## src/hdl/onoff_pkg.sv

```systemverilog
// types and constants shared by the on/off timed-off controller
// no dependencies
`default_nettype none
package onoff_pkg;

  localparam int NUM_ENDPOINTS = 8;
  localparam int IDX_W = $clog2(NUM_ENDPOINTS);

  // command codes
  localparam logic [7:0] CMD_OFF          = 8'd0;
  localparam logic [7:0] CMD_ON           = 8'd1;
  localparam logic [7:0] CMD_TOGGLE       = 8'd2;
  localparam logic [7:0] CMD_OFF_EFFECT   = 8'd64;
  localparam logic [7:0] CMD_RECALL_SCENE = 8'd65;
  localparam logic [7:0] CMD_TIMED_OFF    = 8'd66;

  // result status codes
  localparam logic [1:0] ST_HANDLED   = 2'd0;
  localparam logic [1:0] ST_OUT_RANGE = 2'd1;
  localparam logic [1:0] ST_UNKNOWN   = 2'd2;
  localparam logic [1:0] ST_REJECTED  = 2'd3;

  // configuration register indexes
  localparam logic [1:0] CFG_BASE_ENDPOINT  = 2'd0;
  localparam logic [1:0] CFG_BLE_MODE_MASK  = 2'd1;
  localparam logic [1:0] CFG_NETWORK_JOINED = 2'd2;

  localparam logic [15:0] COUNT_MAX = 16'hFFFF;

  typedef struct packed {
    logic        on;
    logic [15:0] on_time;
    logic [15:0] off_wait;
    logic        scene;
    logic        timer;
    logic        remote;
  } ep_state_t;

  typedef struct packed {
    logic light_write;
    logic light_level;
    logic send_request;
    logic send_value;
  } drive_t;

  typedef struct packed {
    ep_state_t st;
    drive_t    drv;
  } step_t;

  localparam ep_state_t EP_RESET = '{
    on: 1'b0, on_time: 16'd0, off_wait: 16'd0, scene: 1'b1, timer: 1'b0, remote: 1'b0
  };

endpackage
`default_nettype wire

```

## src/hdl/onoff_timed_off_controller.sv

```systemverilog
// top level of the on/off timed-off controller: per-endpoint state and result register
// depends on onoff_pkg
//
// usage
//   input channel: a word (command or 100 ms tick for one endpoint) is taken at a
//   rising edge with start high and busy low. busy is low whenever the block is
//   out of reset, so a word can be offered in every cycle.
//   result channel: one result word per input word, shown on the out_ ports for
//   exactly one cycle with out_strobe high. the receiver cannot stall, so no
//   result is ever held back.
//   config port: cfg_we, cfg_index and cfg_wdata write base_endpoint,
//   ble_mode_mask and network_joined at a rising edge; index 3 is ignored.
// timing
//   a taken word goes first into the input register; from there the endpoint's
//   state is updated and the result register loaded, and out_strobe is driven
//   from the result register. throughput is one word per cycle, set by
//   the single read-modify-write of one endpoint's state register.
//   back-to-back words to the same endpoint see each other's update directly.
// reset
//   synchronous active-low rst_n puts every endpoint off with zero counters,
//   stopped timer and scene control set, and the config registers to their defaults.
`default_nettype none
module onoff_timed_off_controller (
  input  wire logic        clk,
  input  wire logic        rst_n,
  // input channel
  input  wire logic        start,
  output logic             busy,
  input  wire logic        in_mode,
  input  wire logic [7:0]  in_endpoint,
  input  wire logic [7:0]  in_command_id,
  input  wire logic        in_accept_only_when_on,
  input  wire logic [15:0] in_on_time_arg,
  input  wire logic [15:0] in_off_wait_arg,
  // result channel
  output logic             out_strobe,
  output logic [1:0]       out_status,
  output logic [2:0]       out_endpoint_index,
  output logic             out_is_on,
  output logic [15:0]      out_on_time_left,
  output logic [15:0]      out_off_wait_left,
  output logic             out_timer_active,
  output logic             out_scene_control,
  output logic             out_light_write,
  output logic             out_light_level,
  output logic             out_send_request,
  output logic             out_send_value,
  // config port
  input  wire logic        cfg_we,
  input  wire logic [1:0]  cfg_index,
  input  wire logic [7:0]  cfg_wdata
);

  localparam int N = onoff_pkg::NUM_ENDPOINTS;
  localparam int IW = onoff_pkg::IDX_W;

  // config registers
  logic [7:0] base_ep_r;
  logic [7:0] ble_mask_r;
  logic       joined_r;

  // input register
  logic        in_vld_r;
  logic        mode_r;
  logic [7:0]  ep_r;
  logic [7:0]  cmd_r;
  logic        only_on_r;
  logic [15:0] on_arg_r;
  logic [15:0] wait_arg_r;

  // per-endpoint state
  onoff_pkg::ep_state_t state_r [N];

  // datapath
  logic [8:0]           ep_diff;
  logic                 out_range;
  logic [IW-1:0]        idx;
  logic                 ble;
  logic                 is_zero;
  onoff_pkg::ep_state_t cur;
  onoff_pkg::step_t     stp;
  logic [1:0]           status;
  logic                 stop_early;

  // result register
  logic        strobe_r;
  logic [1:0]  status_r;
  logic [2:0]  idx_out_r;
  onoff_pkg::ep_state_t res_st_r;
  onoff_pkg::drive_t    res_drv_r;

  // turn one endpoint on or off, with the side effects on light and bound devices
  function automatic onoff_pkg::step_t set_onoff(onoff_pkg::step_t s, logic val,
                                                 logic ble_bit, logic zero_idx,
                                                 logic joined);
    onoff_pkg::step_t r;
    r = s;
    if (val) begin
      r.st.scene = 1'b1;
      if (r.st.on_time == 16'd0) begin
        r.st.off_wait = 16'd0;
      end
    end else begin
      r.st.on_time = 16'd0;
    end
    r.st.on = val;
    if (!ble_bit || !val) begin
      r.st.remote = val;
      if (zero_idx) begin
        r.drv.light_write = 1'b1;
        r.drv.light_level = val;
      end
      if (joined) begin
        r.drv.send_request = 1'b1;
        r.drv.send_value   = val;
      end
    end
    return r;
  endfunction

  assign busy = ~rst_n;

  // range check without wrap
  assign ep_diff   = {1'b0, ep_r} - {1'b0, base_ep_r};
  assign out_range = ep_diff[8] || (ep_diff[7:0] >= 8'(N));
  assign idx       = ep_diff[IW-1:0];
  assign ble       = ble_mask_r[idx];
  assign is_zero   = (idx == '0);
  assign cur       = state_r[idx];

  always_comb begin
    stp        = '{st: cur, drv: '0};
    status     = onoff_pkg::ST_HANDLED;
    stop_early = 1'b0;
    if (mode_r) begin
      // 100 ms tick
      if (cur.timer) begin
        if (stp.st.on && stp.st.on_time != 16'd0) begin
          stp.st.on_time = stp.st.on_time - 16'd1;
          if (stp.st.on_time == 16'd0) begin
            stp.st.off_wait = 16'd0;
            stp = set_onoff(stp, 1'b0, ble, is_zero, joined_r);
          end
        end
        if (!stp.st.on && stp.st.off_wait != 16'd0) begin
          stp.st.off_wait = stp.st.off_wait - 16'd1;
          if (stp.st.off_wait == 16'd0) begin
            stp.st.timer = 1'b0;
            stop_early   = 1'b1;
          end
        end
        if (!stop_early && stp.st.on_time == 16'd0 && stp.st.off_wait == 16'd0) begin
          stp.st.timer = 1'b0;
        end
      end
    end else begin
      case (cmd_r)
        onoff_pkg::CMD_OFF:    stp = set_onoff(stp, 1'b0, ble, is_zero, joined_r);
        onoff_pkg::CMD_ON:     stp = set_onoff(stp, 1'b1, ble, is_zero, joined_r);
        onoff_pkg::CMD_TOGGLE: stp = set_onoff(stp, ~cur.on, ble, is_zero, joined_r);
        onoff_pkg::CMD_OFF_EFFECT: begin
          stp.st.scene = 1'b0;
          stp = set_onoff(stp, 1'b0, ble, is_zero, joined_r);
        end
        onoff_pkg::CMD_RECALL_SCENE: stp.st.scene = 1'b1;
        onoff_pkg::CMD_TIMED_OFF: begin
          if (only_on_r && !cur.on) begin
            status = onoff_pkg::ST_REJECTED;
          end else begin
            if (cur.off_wait != 16'd0 && !cur.on) begin
              // already waiting while off: only shorten the wait
              if (wait_arg_r < cur.off_wait) begin
                stp.st.off_wait = wait_arg_r;
              end
            end else begin
              if (on_arg_r > cur.on_time) begin
                stp.st.on_time = on_arg_r;
              end
              stp.st.off_wait = wait_arg_r;
              stp = set_onoff(stp, 1'b1, ble, is_zero, joined_r);
            end
            // a counter at its maximum means no countdown
            if (stp.st.on_time < onoff_pkg::COUNT_MAX &&
                stp.st.off_wait < onoff_pkg::COUNT_MAX &&
                (stp.st.on_time != 16'd0 || stp.st.off_wait != 16'd0)) begin
              stp.st.timer = 1'b1;
            end
          end
        end
        default: status = onoff_pkg::ST_UNKNOWN;
      endcase
    end
  end

  // config writes and input capture
  always_ff @(posedge clk) begin
    if (!rst_n) begin
      base_ep_r  <= 8'd1;
      ble_mask_r <= 8'd0;
      joined_r   <= 1'b1;
      in_vld_r   <= 1'b0;
    end else begin
      if (cfg_we) begin
        unique case (cfg_index)
          onoff_pkg::CFG_BASE_ENDPOINT:  base_ep_r  <= cfg_wdata;
          onoff_pkg::CFG_BLE_MODE_MASK:  ble_mask_r <= cfg_wdata;
          onoff_pkg::CFG_NETWORK_JOINED: joined_r   <= cfg_wdata[0];
          default: ;
        endcase
      end
      in_vld_r <= start && !busy;
    end
  end

  always_ff @(posedge clk) begin
    if (start && !busy) begin
      mode_r     <= in_mode;
      ep_r       <= in_endpoint;
      cmd_r      <= in_command_id;
      only_on_r  <= in_accept_only_when_on;
      on_arg_r   <= in_on_time_arg;
      wait_arg_r <= in_off_wait_arg;
    end
  end

  // state write-back, only for an endpoint in range
  always_ff @(posedge clk) begin
    if (!rst_n) begin
      for (int i = 0; i < N; i++) begin
        state_r[i] <= onoff_pkg::EP_RESET;
      end
    end else if (in_vld_r && !out_range) begin
      state_r[idx] <= stp.st;
    end
  end

  // result register
  always_ff @(posedge clk) begin
    if (!rst_n) begin
      strobe_r <= 1'b0;
    end else begin
      strobe_r <= in_vld_r;
    end
  end

  always_ff @(posedge clk) begin
    if (in_vld_r) begin
      if (out_range) begin
        status_r  <= onoff_pkg::ST_OUT_RANGE;
        idx_out_r <= 3'd0;
        res_st_r  <= '0;
        res_drv_r <= '0;
      end else begin
        status_r  <= status;
        idx_out_r <= 3'(idx);
        res_st_r  <= stp.st;
        res_drv_r <= stp.drv;
      end
    end
  end

  assign out_strobe         = strobe_r;
  assign out_status         = status_r;
  assign out_endpoint_index = idx_out_r;
  assign out_is_on          = res_st_r.on;
  assign out_on_time_left   = res_st_r.on_time;
  assign out_off_wait_left  = res_st_r.off_wait;
  assign out_timer_active   = res_st_r.timer;
  assign out_scene_control  = res_st_r.scene;
  assign out_light_write    = res_drv_r.light_write;
  assign out_light_level    = res_drv_r.light_level;
  assign out_send_request   = res_drv_r.send_request;
  assign out_send_value     = res_drv_r.send_value;

endmodule
`default_nettype wire

```

## config.mk

```make
export PLATFORM = sky130hd
export DESIGN_NAME = onoff_timed_off_controller
export DESIGN_NICKNAME = d
export VERILOG_FILES = /design/src/hdl/onoff_pkg.sv /design/src/hdl/onoff_timed_off_controller.sv
export SDC_FILE = /design/constraint.sdc
export NUM_CORES = 1
export LEC_CHECK = 0
export CELL_PAD_IN_SITES_DETAIL_PLACEMENT = 0
export CELL_PAD_IN_SITES_GLOBAL_PLACEMENT = 1
export CORE_AREA = 5 5 271 167
export CTS_BUF_LIST = sky130_fd_sc_hd__clkbuf_2 sky130_fd_sc_hd__clkbuf_4 sky130_fd_sc_hd__clkbuf_8
export DETAILED_ROUTE_END_ITERATION = 12
export DIE_AREA = 0 0 276 172
export DONT_BUFFER_PORTS = 1
export PLACE_DENSITY = 0.91
export REMOVE_ABC_BUFFERS = 1
export SETUP_SLACK_MARGIN = 0.05
export SLEW_MARGIN = 20
export SYNTH_ARGS = -nofsm -noshare
export SYNTH_HDL_FRONTEND = slang
export SYNTH_SLANG_ARGS = --single-unit
```

## constraint.sdc

```tcl
create_clock -name clk -period 7.7 [get_ports clk]
set_input_delay 0.385 -clock clk [delete_from_list [all_inputs] [get_ports clk]]
set_output_delay 0.385 -clock clk [all_outputs]
set_load 0.01 [all_outputs]
```

Word-level counts from Yosys, hierarchy flattened
Memories as Yosys holds them, arrays and structs flattened.
Cells that the tools add are included.
{"block": "totals", "register_bits": 113, "ramBits": 288, "inputBits": 64, "output_inout_bits": 46, "wordCells": 142, "memories": 1}
{"block": "classes", "add_sub_neg": 3, "order_cmp": 6, "n_eq_ne": 7, "muxes": 60, "bitwise_logic": 2, "n_reduce_logical": 40}
{"memory": "state_r", "depth": 8, "width": 36, "rd": 1, "rd_clocked_by_memory_dff": 0, "wr": 8, "line": "onoff_timed_off_controller.sv:72", "source": "onoff_pkg::ep_state_t state_r [N];"}
{"cell": "40-bit 2-to-1 mux", "n": 7}
{"cell": "16-bit 2-to-1 mux", "n": 16}
{"cell": "33-bit case mux with 4 select lines", "n": 1}
{"cell": "16-bit zero test", "n": 6}
{"cell": "17-bit 2-to-1 mux", "n": 5}
{"cell": "16-bit nonzero test", "n": 5}
{"cell": "36-bit 2-to-1 mux", "n": 1}
{"cell": "36-bit OR reduction", "n": 1}
{"cell": "16-bit < comparator (second input constant)", "n": 2}
{"cell": "16-bit by 1-bit subtractor with 16-bit output (second input constant)", "n": 2}
{"cell": "8-bit by 7-bit equality test with 1-bit output (second input constant)", "n": 3}
{"cell": "6-bit case mux with 4 select lines", "n": 1}
{"cell": "16-bit > comparator", "n": 1}
{"cell": "16-bit < comparator", "n": 1}
{"cell": "1-bit 2-to-1 mux", "n": 15}
{"cell": "2-bit 2-to-1 mux", "n": 7}
{"cell": "1-bit logical AND", "n": 10}
{"cell": "5-bit 2-to-1 mux", "n": 2}
{"cell": "8-bit by 8-bit subtractor with 9-bit output", "n": 1}
{"cell": "8-bit by 1-bit equality test with 1-bit output (second input constant)", "n": 1}
{"cell": "8-bit by 2-bit equality test with 1-bit output (second input constant)", "n": 1}
{"cell": "8-bit by 4-bit greater-or-equal comparator with 1-bit output (second input constant)", "n": 1}
{"cell": "8-bit zero test", "n": 1}
{"cell": "7-bit 2-to-1 mux", "n": 1}
{"cell": "other kinds (15)", "n": 26}

Logic depth before layout (Yosys ltp)
Gate-level depths: netlist (run 1).
An unclocked memory read counts as a cell.
{"block": "logic_depth", "word_depth": 22, "mapped_depth": 33, "depth_no_buf": 26}

Least setup slack after synthesis (run 1)
OpenSTA, ideal clock, no wires.
{"block": "synth_path", "path_kind": "register -> register", "start": "register ep_r[0]", "end": "register res_st_r (netlist bit out_timer_active) (data pin)", "setup_time_ns": 0.274, "arrival_ns": 6.916, "t_required_ns": 7.426, "setup_slack_ns": 0.510, "stages_incl_launch_ff": 31, "n_path_buf": 6, "period_less_slack_ns": 7.190, "path_cell_list": "edfxtp_1 inv_1 ha_1 inv_1 fa_1 inv_1 buf_2 mux4_2 clkbuf_1 ha_1 clkbuf_1 nand2_1 o22ai_1 and3_1 o311a_1 or3_4 or3_1 buf_6 clkbuf_1 nand2b_1 ha_1 inv_1 nor4_1 and3_1 a41oi_2 a31oi_2 buf_2 o32ai_1 a311o_1 nor4_4 nor3_1"}
{"block": "synth_via", "elab_chain_len": 21, "word_cells_on_any_way": 67, "cone_classes": "add/sub: 3; order compare: 5; mux: 35; reduce/logical: 23; memory: 1"}
{"element": "start, declared", "line": "onoff_timed_off_controller.sv:65", "source": "logic [7:0] ep_r;"}
{"element": "start signal, assigned", "line": "onoff_timed_off_controller.sv:218", "source": "ep_r <= in_endpoint;"}
{"element": "8-bit by 8-bit subtractor with 9-bit output *", "line": "onoff_timed_off_controller.sv:124", "source": "assign ep_diff = {1'b0, ep_r} - {1'b0, base_ep_r};"}
{"element": "via ep_diff[1]", "line": "onoff_timed_off_controller.sv:75", "source": "logic [8:0] ep_diff;"}
{"element": "memory read 8 x 36 bit"}
{"element": "16-bit > comparator", "line": "onoff_timed_off_controller.sv:176", "source": "if (on_arg_r > cur.on_time) begin"}
{"element": "16-bit 2-to-1 mux", "line": "onoff_timed_off_controller.sv:176"}
{"element": "16-bit 2-to-1 mux", "line": "onoff_timed_off_controller.sv:170", "source": "if (cur.off_wait != 16'd0 && !cur.on) begin"}
{"element": "16-bit 2-to-1 mux", "line": "onoff_timed_off_controller.sv:167", "source": "if (only_on_r && !cur.on) begin"}
{"element": "16-bit 2-to-1 mux", "line": "onoff_timed_off_controller.sv:157", "source": "case (cmd_r)"}
{"element": "(+6 left out)"}
{"element": "16-bit 2-to-1 mux", "line": "onoff_timed_off_controller.sv:135", "source": "if (mode_r) begin"}
{"element": "16-bit < comparator / 16-bit nonzero test (equally long branches)", "line": "onoff_timed_off_controller.sv:184, onoff_timed_off_controller.sv:185"}
{"element": "1-bit logical AND / 1-bit logical OR (equally long branches)", "line": "onoff_timed_off_controller.sv:183, onoff_timed_off_controller.sv:185"}
{"element": "1-bit logical AND", "line": "onoff_timed_off_controller.sv:184", "source": "stp.st.off_wait < onoff_pkg::COUNT_MAX &&"}
{"element": "1-bit 2-to-1 mux", "line": "onoff_timed_off_controller.sv:183", "source": "if (stp.st.on_time < onoff_pkg::COUNT_MAX &&"}
{"element": "40-bit 2-to-1 mux", "line": "onoff_timed_off_controller.sv:167"}
{"element": "6-bit case mux with 4 select lines", "line": "onoff_timed_off_controller.sv:157"}
{"element": "40-bit 2-to-1 mux", "line": "onoff_timed_off_controller.sv:135"}
{"element": "end signal, assigned", "line": "onoff_timed_off_controller.sv:256", "source": "res_st_r <= stp.st;"}
{"element": "end, declared", "line": "onoff_timed_off_controller.sv:89", "source": "onoff_pkg::ep_state_t res_st_r;"}
Mark *: on every way through the listed nets, which the timed path passes. The rest lies on a longest branch. The select of a mux whose other input is x is not followed.
A chain may end at the register's enable or synchronous reset.

==> impl_metrics.json, run 1 <==
{
  "core_area_um2": 42670,
  "synth_top_area_cell": "edfxtp_1",
  "r2r_slack_ns": 0.32,
  "netlist_instances": 1819,
  "area_growth_pct": 12.52,
  "synth_top_area_share_pct": 54.41,
  "grt_pass1_wl_um": 101800,
  "power_uw": 5840,
  "synth_cell_types": 101,
  "portBuffers": 0,
  "synth_adder_area_share_pct": 2.764,
  "yosys_warnings": 0,
  "die_h_um": 172,
  "hold_slack_ns": 0.1891,
  "initial_core_util_pct": 48.37,
  "num_rows": 59,
  "routedWlPerCell_um": 27.31,
  "peakVddDrop_mv": 0.1511,
  "gp_congestion": 1.095,
  "clockBufferDepth": 3,
  "crit_path_end_kind": "flip-flop",
  "rr_worst_depth": 26,
  "r2r_end": "state_r[2][1]",
  "synth_xor_area_share_pct": 0.7153,
  "async_flop_share_pct": 0,
  "drc": 0,
  "fin_worst_skew_ns": 0.02328,
  "multi_input_area_um2": 8322,
  "holdPathEnd": "base_ep_r[0]",
  "min-delay-start": "cfg_index[1]",
  "ys_top_cells_by_count": "374 x edfxtp_1, 364 x nor2_1, 134 x nand2_1, 82 x mux2i_1, 67 x clkbuf_1",
  "hold_viol": 0,
  "cts_sinks": 393,
  "dieArea_um2": 47470,
  "slew_violations": 0,
  "fillerInstances": 3716,
  "overflow": 0,
  "firstDrtPassIters": 6,
  "synth_compound_area_share_pct": 10.74,
  "finalCritPeriodShare_pct": 95.84,
  "clk_latency_ns": 0.64,
  "slew-limit-headroom_pct": 23.41,
  "cap_violations": 0,
  "synth-simple-area-share_pct": 17.54,
  "antenna_found_initial": 0,
  "setup_viol": 0,
  "viasPerCell": 6.406,
  "cp-startpoint": "ep_r[0]",
  "hold_depth": 4,
  "worstPathArrival_ns": 7.83,
  "critPathRequiredTime_ns": 8.15,
  "ant_nets": 0,
  "rsz0062_at_grt": "no",
  "root_buffer": "clkbuf_8",
  "muxShareOfSynthArea_pct": 7.990,
  "dp.cells": 2358,
  "power_density_nw_per_um2": 251.5,
  "ys_top_cells_by_area": "edfxtp_1 54%, nor2_1 6.6%, mux2i_1 4.0%, mux4_2 3.1%, ha_1 2.7%",
  "min-delay-path-class": "primary input to flip-flop",
  "drt_iter0_markers": 2070,
  "crit_fanout": 11,
  "period_minus_slack_ns": 7.379,
  "p_leak_uw": 0.008245,
  "final_util_pct": 54.43,
  "timing.fmax_mhz": 135.5,
  "synth_top_family_by_area": "simple AND/OR/NAND/NOR gates",
  "synth-seq-area-share_pct": 56.26,
  "final_nets": 2013,
  "synth_edf_count": 374,
  "synth-seq-cells": 393,
  "path_class": "flip-flop to flip-flop",
  "grt_max_degree": 51,
  "cts_buffers": 56,
  "die_w_um": 276,
  "syn_area_per_cell_um2": 11.35,
  "cts_tree": "done",
  "tightest_slew_ns": 1.145,
  "cts.clk_slew.worst_paths_ns": 0.07,
  "grt_pass1_vias": 15740,
  "r2r_start": "ep_r[0]",
  "yosysMostFrequentCell": "edfxtp_1",
  "final_cells": 2527,
  "drive_gt1_share_pct": 15.20,
  "io_pins": 110,
  "cts_max_level": 2,
  "wl_um": 69010,
  "cp-start-kind": "flip-flop",
  "synth_area_um2": 20640,
  "place_hpwl_um": 44880,
  "seqCellArea_um2": 11610,
  "vias": 16190,
  "grt_use_total_pct": 28.22,
  "status": "completed",
  "synth_ff_type": "edfxtp_1"
}
cell type report:
cell class                 instances  area share [%]
antenna                            1         0.01077
clock buffer                      73           3.895
clock inverter                    28          0.8566
inverter                          44          0.7273
multi-input combinational       1259           35.83
sequential                       393           50.00
tap                              579           3.119
timing repair buffer             150           5.560
repair_timing:
action                     in CTS  in global routing
hold endpoints to repair       69                  0
setup endpoints to repair       0                 23
gates resized for setup         0                  7
hold buffers                   61                  0
buffers inserted                0                  6
critical path, stage by stage (launching register included):
cell and delay [ns]:
edfxtp_1 0.38, inv_1 0.10, ha_4 0.12, inv_1 0.05
fa_2 0.57, clkinvlp_4 0.30, buf_4 0.29, mux4_2 0.52
nand2_1 0.20, nand4b_1 0.29, nor4_1 0.45, o2111ai_1 0.31
or3_1 0.46, nand2b_1 0.13, ha_1 0.17, inv_1 0.12
nor4_1 0.40, and3_1 0.38, a41oi_2 0.26, a31oi_2 0.43
buf_4 0.22, nor4_1 0.06, nor3_2 0.29, a311o_1 0.23
nor4_4 0.06, buf_4 0.17, nor3_1 0.23
where the power goes:
| group | total [uW] | internal, uW | leakage, uW | switching (uW) |
|---|---|---|---|---|
| combinational | 1700 | 558 | 0.00375 | 1140 |
| sequential | 2470 | 2420 | 0.00392 | 50.5 |
| clock | 1680 | 839 | 0.000577 | 837 |
| total | 5840 | 3810 | 0.00825 | 2030 |
kinds of logic (layout without fill, tap and decap cells):
logic type                 after synthesis  after routing
buffers and inverters                  167            295
AOI/OAI and AO/OA                      300            300
muxes                                  125            125
and+or+nand+nor                        773            773
other                                    0              1
adders and majority gates               45             45
DFF                                    393            393
xor gates and xnor gates                16             16
flip-flops by register name (all words and copies together) (netlist names), 8 cells and up:
| name | cells |
|---|---|
| wait_arg_r | 16 |
| base_ep_r | 8 |
| out_on_time_left | 16 |
| ble_mask_r | 8 |
| cmd_r | 8 |
| out_off_wait_left | 16 |
| ep_r | 8 |
| on_arg_r | 16 |
| state_r | 280 |
per-layer routing:
metal	vias up	routed length, um	share of wire, %	track usage [%]
met3	138	7842	11	6.842
met5	-	0	0	0
met2	1102	30740	45	43.63
met1	7995	28630	41	40.36
met4	0	1796	2.6	7.941
li1	6954	-	-	-
how the worst max path moves through the flow:
stage,end,slack [ns],depth (start not counted)
floorplan,out_off_wait_left[9],-1.63,23
global placement,out_timer_active,0.44,24
detailed placement,state_r[2][1],0.28,24
CTS,state_r[2][1],0.28,24
global route,state_r[2][1],0.05,26
finish,state_r[2][1],0.32,26
placed cells by master, fill, tap and decap left out, types with 16 or more instances in the layout:
cell / netlist / routed
mux4_2: 28 / 28
edfxtp_1: 374 / 374
a21oi_1: 63 / 63
o211ai_1: 16 / 16
and2_1: 17 / 16
clkinv_1: 1 / 16
and3_1: 21 / 21
nand2_1: 134 / 126
o22ai_1: 17 / 17
nor2b_1: 19 / 19
clkbuf_8: 0 / 57
nor2_1: 364 / 364
nand4_1: 25 / 25
clkbuf_4: 0 / 16
o21ai_0: 35 / 35
dlygate4sd3_1: 0 / 61
ha_1: 44 / 43
nand3_1: 48 / 47
buf_4: 7 / 88
mux2i_1: 82 / 82
dfxtp_1: 19 / 18
nor4_1: 23 / 22
nor3_1: 45 / 44
inv_1: 42 / 41
metrics by stage:
step           setup TNS [ns]  setup WS (ns)  cell area, um^2
6_report                    0         0.3205            23220
3_5_place_dp                0         0.2816            21410
4_1_cts                     0         0.2764            23120
5_1_grt                     0        0.04901            23220
2_1_floorplan         -258.70         -1.630            19980
3_3_place_gp                0         0.4436            21400
No activity file was read; power rests on OpenSTA's default activity.
==> run 2: changes to the inputs <==
--- a/config.mk
+++ b/config.mk
@@ -5,14 +5,15 @@
 export SDC_FILE = /design/constraint.sdc
 export NUM_CORES = 1
 export LEC_CHECK = 0
+export ABC_AREA = 1
 export CELL_PAD_IN_SITES_DETAIL_PLACEMENT = 0
 export CELL_PAD_IN_SITES_GLOBAL_PLACEMENT = 1
-export CORE_AREA = 5 5 271 167
+export CORE_AREA = 5 5 285 176
 export CTS_BUF_LIST = sky130_fd_sc_hd__clkbuf_2 sky130_fd_sc_hd__clkbuf_4 sky130_fd_sc_hd__clkbuf_8
 export DETAILED_ROUTE_END_ITERATION = 12
-export DIE_AREA = 0 0 276 172
+export DIE_AREA = 0 0 290 181
 export DONT_BUFFER_PORTS = 1
-export PLACE_DENSITY = 0.91
+export PLACE_DENSITY = 0.9
 export REMOVE_ABC_BUFFERS = 1
 export SETUP_SLACK_MARGIN = 0.05
 export SLEW_MARGIN = 20
==> impl_metrics.json, run 2 <==
{
  "largest_reg_flops": 280,
  "critPathBufInv": 7,
  "timing.fmax_mhz": 148.3,
  "synth_ff_type": "edfxtp_1",
  "power_density_nw_per_um2": 268.2,
  "viasPerCell": 5.626,
  "power.net_switching_uw": 2469,
  "internal_power_uw": 4002,
  "combPwrFrac_pct": 33.1,
  "critPathRequiredTime_ns": 8.09,
  "grt_max_degree": 76,
  "cp-start-kind": "flip-flop",
  "slew-limit-headroom_pct": 29.09,
  "grt_use_total_pct": 25.08,
  "die_h_um": 181,
  "synth_top_area_share_pct": 52.40,
  "rsz0062_at_grt": "no",
  "async_flop_share_pct": 0,
  "path_class": "flip-flop to flip-flop",
  "yosys_warnings": 0,
  "switching_share_pct": 38.16,
  "synth_edf_count": 374,
  "routedWlPerCell_um": 21.04,
  "period_minus_slack_ns": 6.742,
  "cts_sinks": 393,
  "min-delay-path-class": "primary input to flip-flop",
  "final_cells": 3264,
  "setup_tns_ns": 0,
  "gp_congestion": 0.9651,
  "slowest_stage": "nor2_1",
  "root_buffer": "clkbuf_8",
  "drc": 0,
  "final_common_cell": "nand2_1",
  "grt_pass1_vias": 17100,
  "cts_buffers": 60,
  "fin_worst_skew_ns": 0.03988,
  "max_stage_delay_ns": 0.72,
  "cts.clk_slew.worst_paths_ns": 0.07,
  "peakVddDrop_mv": 0.1700,
  "worstPathArrival_ns": 7.13,
  "antenna_found_initial": 0,
  "crit_family": "simple AND/OR/NAND/NOR gates",
  "hold_viol": 0,
  "syn_area_per_cell_um2": 8.594,
  "ys_top_cells_by_area": "edfxtp_1 52%, nand2_1 13%, nor2_1 7.9%, nand3_1 2.7%, inv_1 2.7%",
  "hold_slack_ns": 0.06396,
  "layout_common_cells": "741 x nand2_1, 449 x nor2_1, 374 x edfxtp_1, 151 x inv_1, 116 x nand3_1",
  "portBuffers": 0,
  "setup_ws_ns": 0.9575,
  "drt_iter0_markers": 2202,
  "fillerInstances": 4457,
  "synth-seq-cells": 393,
  "vias": 18360,
  "yosysMostFrequentCell": "nand2_1",
  "clk_latency_ns": 0.66,
  "slew_violations": 0,
  "num_rows": 62,
  "place_hpwl_um": 46230,
  "ant_nets": 0,
  "synth-seq-area-share_pct": 54.17,
  "firstDrtPassIters": 8,
  "synth_top_area_cell": "edfxtp_1",
  "antennaDiodeCount": 0,
  "crit_top_cell": "nand2_1",
  "io_pins": 110,
  "p_clk_share_pct": 28.9,
  "cts_tree": "done",
  "overflow": 0,
  "final_nets": 2683,
  "synth_cell_types": 57,
  "post_cts.resized_instances": 0,
  "netlist_instances": 2494,
  "p_leak_uw": 0.009621,
  "dpl_worst_slack_ns": 1.154,
  "status": "completed",
  "cap_violations": 0,
  "seqPwrFrac_pct": 38.0,
  "grt_pass1_wl_um": 103000,
  "ys_top_cells_by_count": "742 x nand2_1, 449 x nor2_1, 374 x edfxtp_1, 152 x inv_1, 116 x nand3_1",
  "crit_fanout": 31,
  "dieArea_um2": 52490,
  "tightest_slew_ns": 1.059,
  "dp.cells": 3086,
  "area_growth_pct": 12.57,
  "crit_path_end_kind": "flip-flop",
  "cts_max_level": 2,
  "die_w_um": 290,
  "regMostFlops": "state_r",
  "drive_gt1_share_pct": 9.146,
  "initial_core_util_pct": 45.44,
  "clockBufferDepth": 3,
  "wl_um": 68680,
  "finalCritPeriodShare_pct": 87.56,
  "setup_viol": 0,
  "core_area_um2": 47170,
  "synth_area_um2": 21430
}
==> run 2: cell types whose count changed in the layout (fill, tap and decap cells not counted), moves of 21 or more <==
cell,change
mux2i_1,-82
buf_4,-22
a21oi_1,+30
nor4_1,-21
nand3_1,+69
mux4_2,-28
o21ai_0,+53
nor3_1,-30
nand2_1,+615
inv_1,+110
nor2_1,+85
==> run 2: routing by layer <==
layer  vias to the layer above  part of all wire (%)  GRT usage, %
met3                       116                   9.7         4.700
li1                       8575                     -             -
met4                         0                   2.7         6.704
met1                      8727                    44         37.14
met5                         -                     0             0
met2                       944                    43         38.13
==> run 2: area by class of cell <==
class | instances | area, um^2 | area share (%)
Clock inverter | 41 | 359.1 | 1.488
Inverter | 181 | 679.4 | 2.816
Multi-Input combinational cell | 1805 | 8589 | 35.60
Clock buffer | 71 | 914.6 | 3.791
Tap cell | 640 | 800.8 | 3.319
Sequential cell | 393 | 11610 | 48.13
Timing Repair Buffer | 133 | 1171 | 4.854
==> run 2: power groups by stage <==
stage	clock (uW)	combinational, uW	sequential [uW]
detailed placement	0	2050	2500
global route	2000	2340	2460
finish	1870	2140	2460
floorplan	0	1350	2500
global placement	0	2040	2500
CTS	1900	2090	2460
==> run 2: logic make-up (layout without fill, tap and decap cells) <==
| family | count (synthesis) | in the layout | synth area share [%] |
|---|---|---|---|
| compound gates | 334 | 334 | 10.06 |
| flops | 393 | 393 | 54.17 |
| xor+xnor | 4 | 4 | 0.1634 |
| buf+inv | 296 | 426 | 5.809 |
| fa+ha+maj | 45 | 45 | 2.662 |
| simple gates | 1422 | 1422 | 27.13 |
==> run 2: path summary, 6_finish.rpt <==
path	slack, ns	cells after the start	end	from
max reg2reg	0.96	34	state_r[0][1]	ep_r[0]
max	0.96	34	state_r[0][1]	ep_r[0]
min reg2reg	0.46	2	ble_mask_r[6]	ble_mask_r[6]
min	0.06	3	ble_mask_r[3]	cfg_index[1]
==> run 2: stage by stage <==
| step | cell area [um^2] | total power [uW] | util (%) |
|---|---|---|---|
| floorplan | 20870 | 3848 | - |
| global placement | 22190 | 4544 | 47.05 |
| detailed placement | 22190 | 4555 | 47.05 |
| CTS | 24110 | 6451 | 51.13 |
| global route | 24130 | 6799 | 51.15 |
| finish | 24130 | 6471 | 51.15 |
==> run 2: repair_timing <==
action | in CTS | in global routing
buffers inserted | 0 | 0
hold endpoints to repair | 69 | 0
hold buffers | 65 | 0
==> run 2: worst register-to-register path, delay by kind of cell (launching register included) <==
kind,cells,cell delay [ns]
and+or+nand+nor,21,3.76
AOI/OAI and AO/OA,3,0.35
adders and majority gates,3,0.85
buffers and inverters,7,1.19
DFF,1,0.36
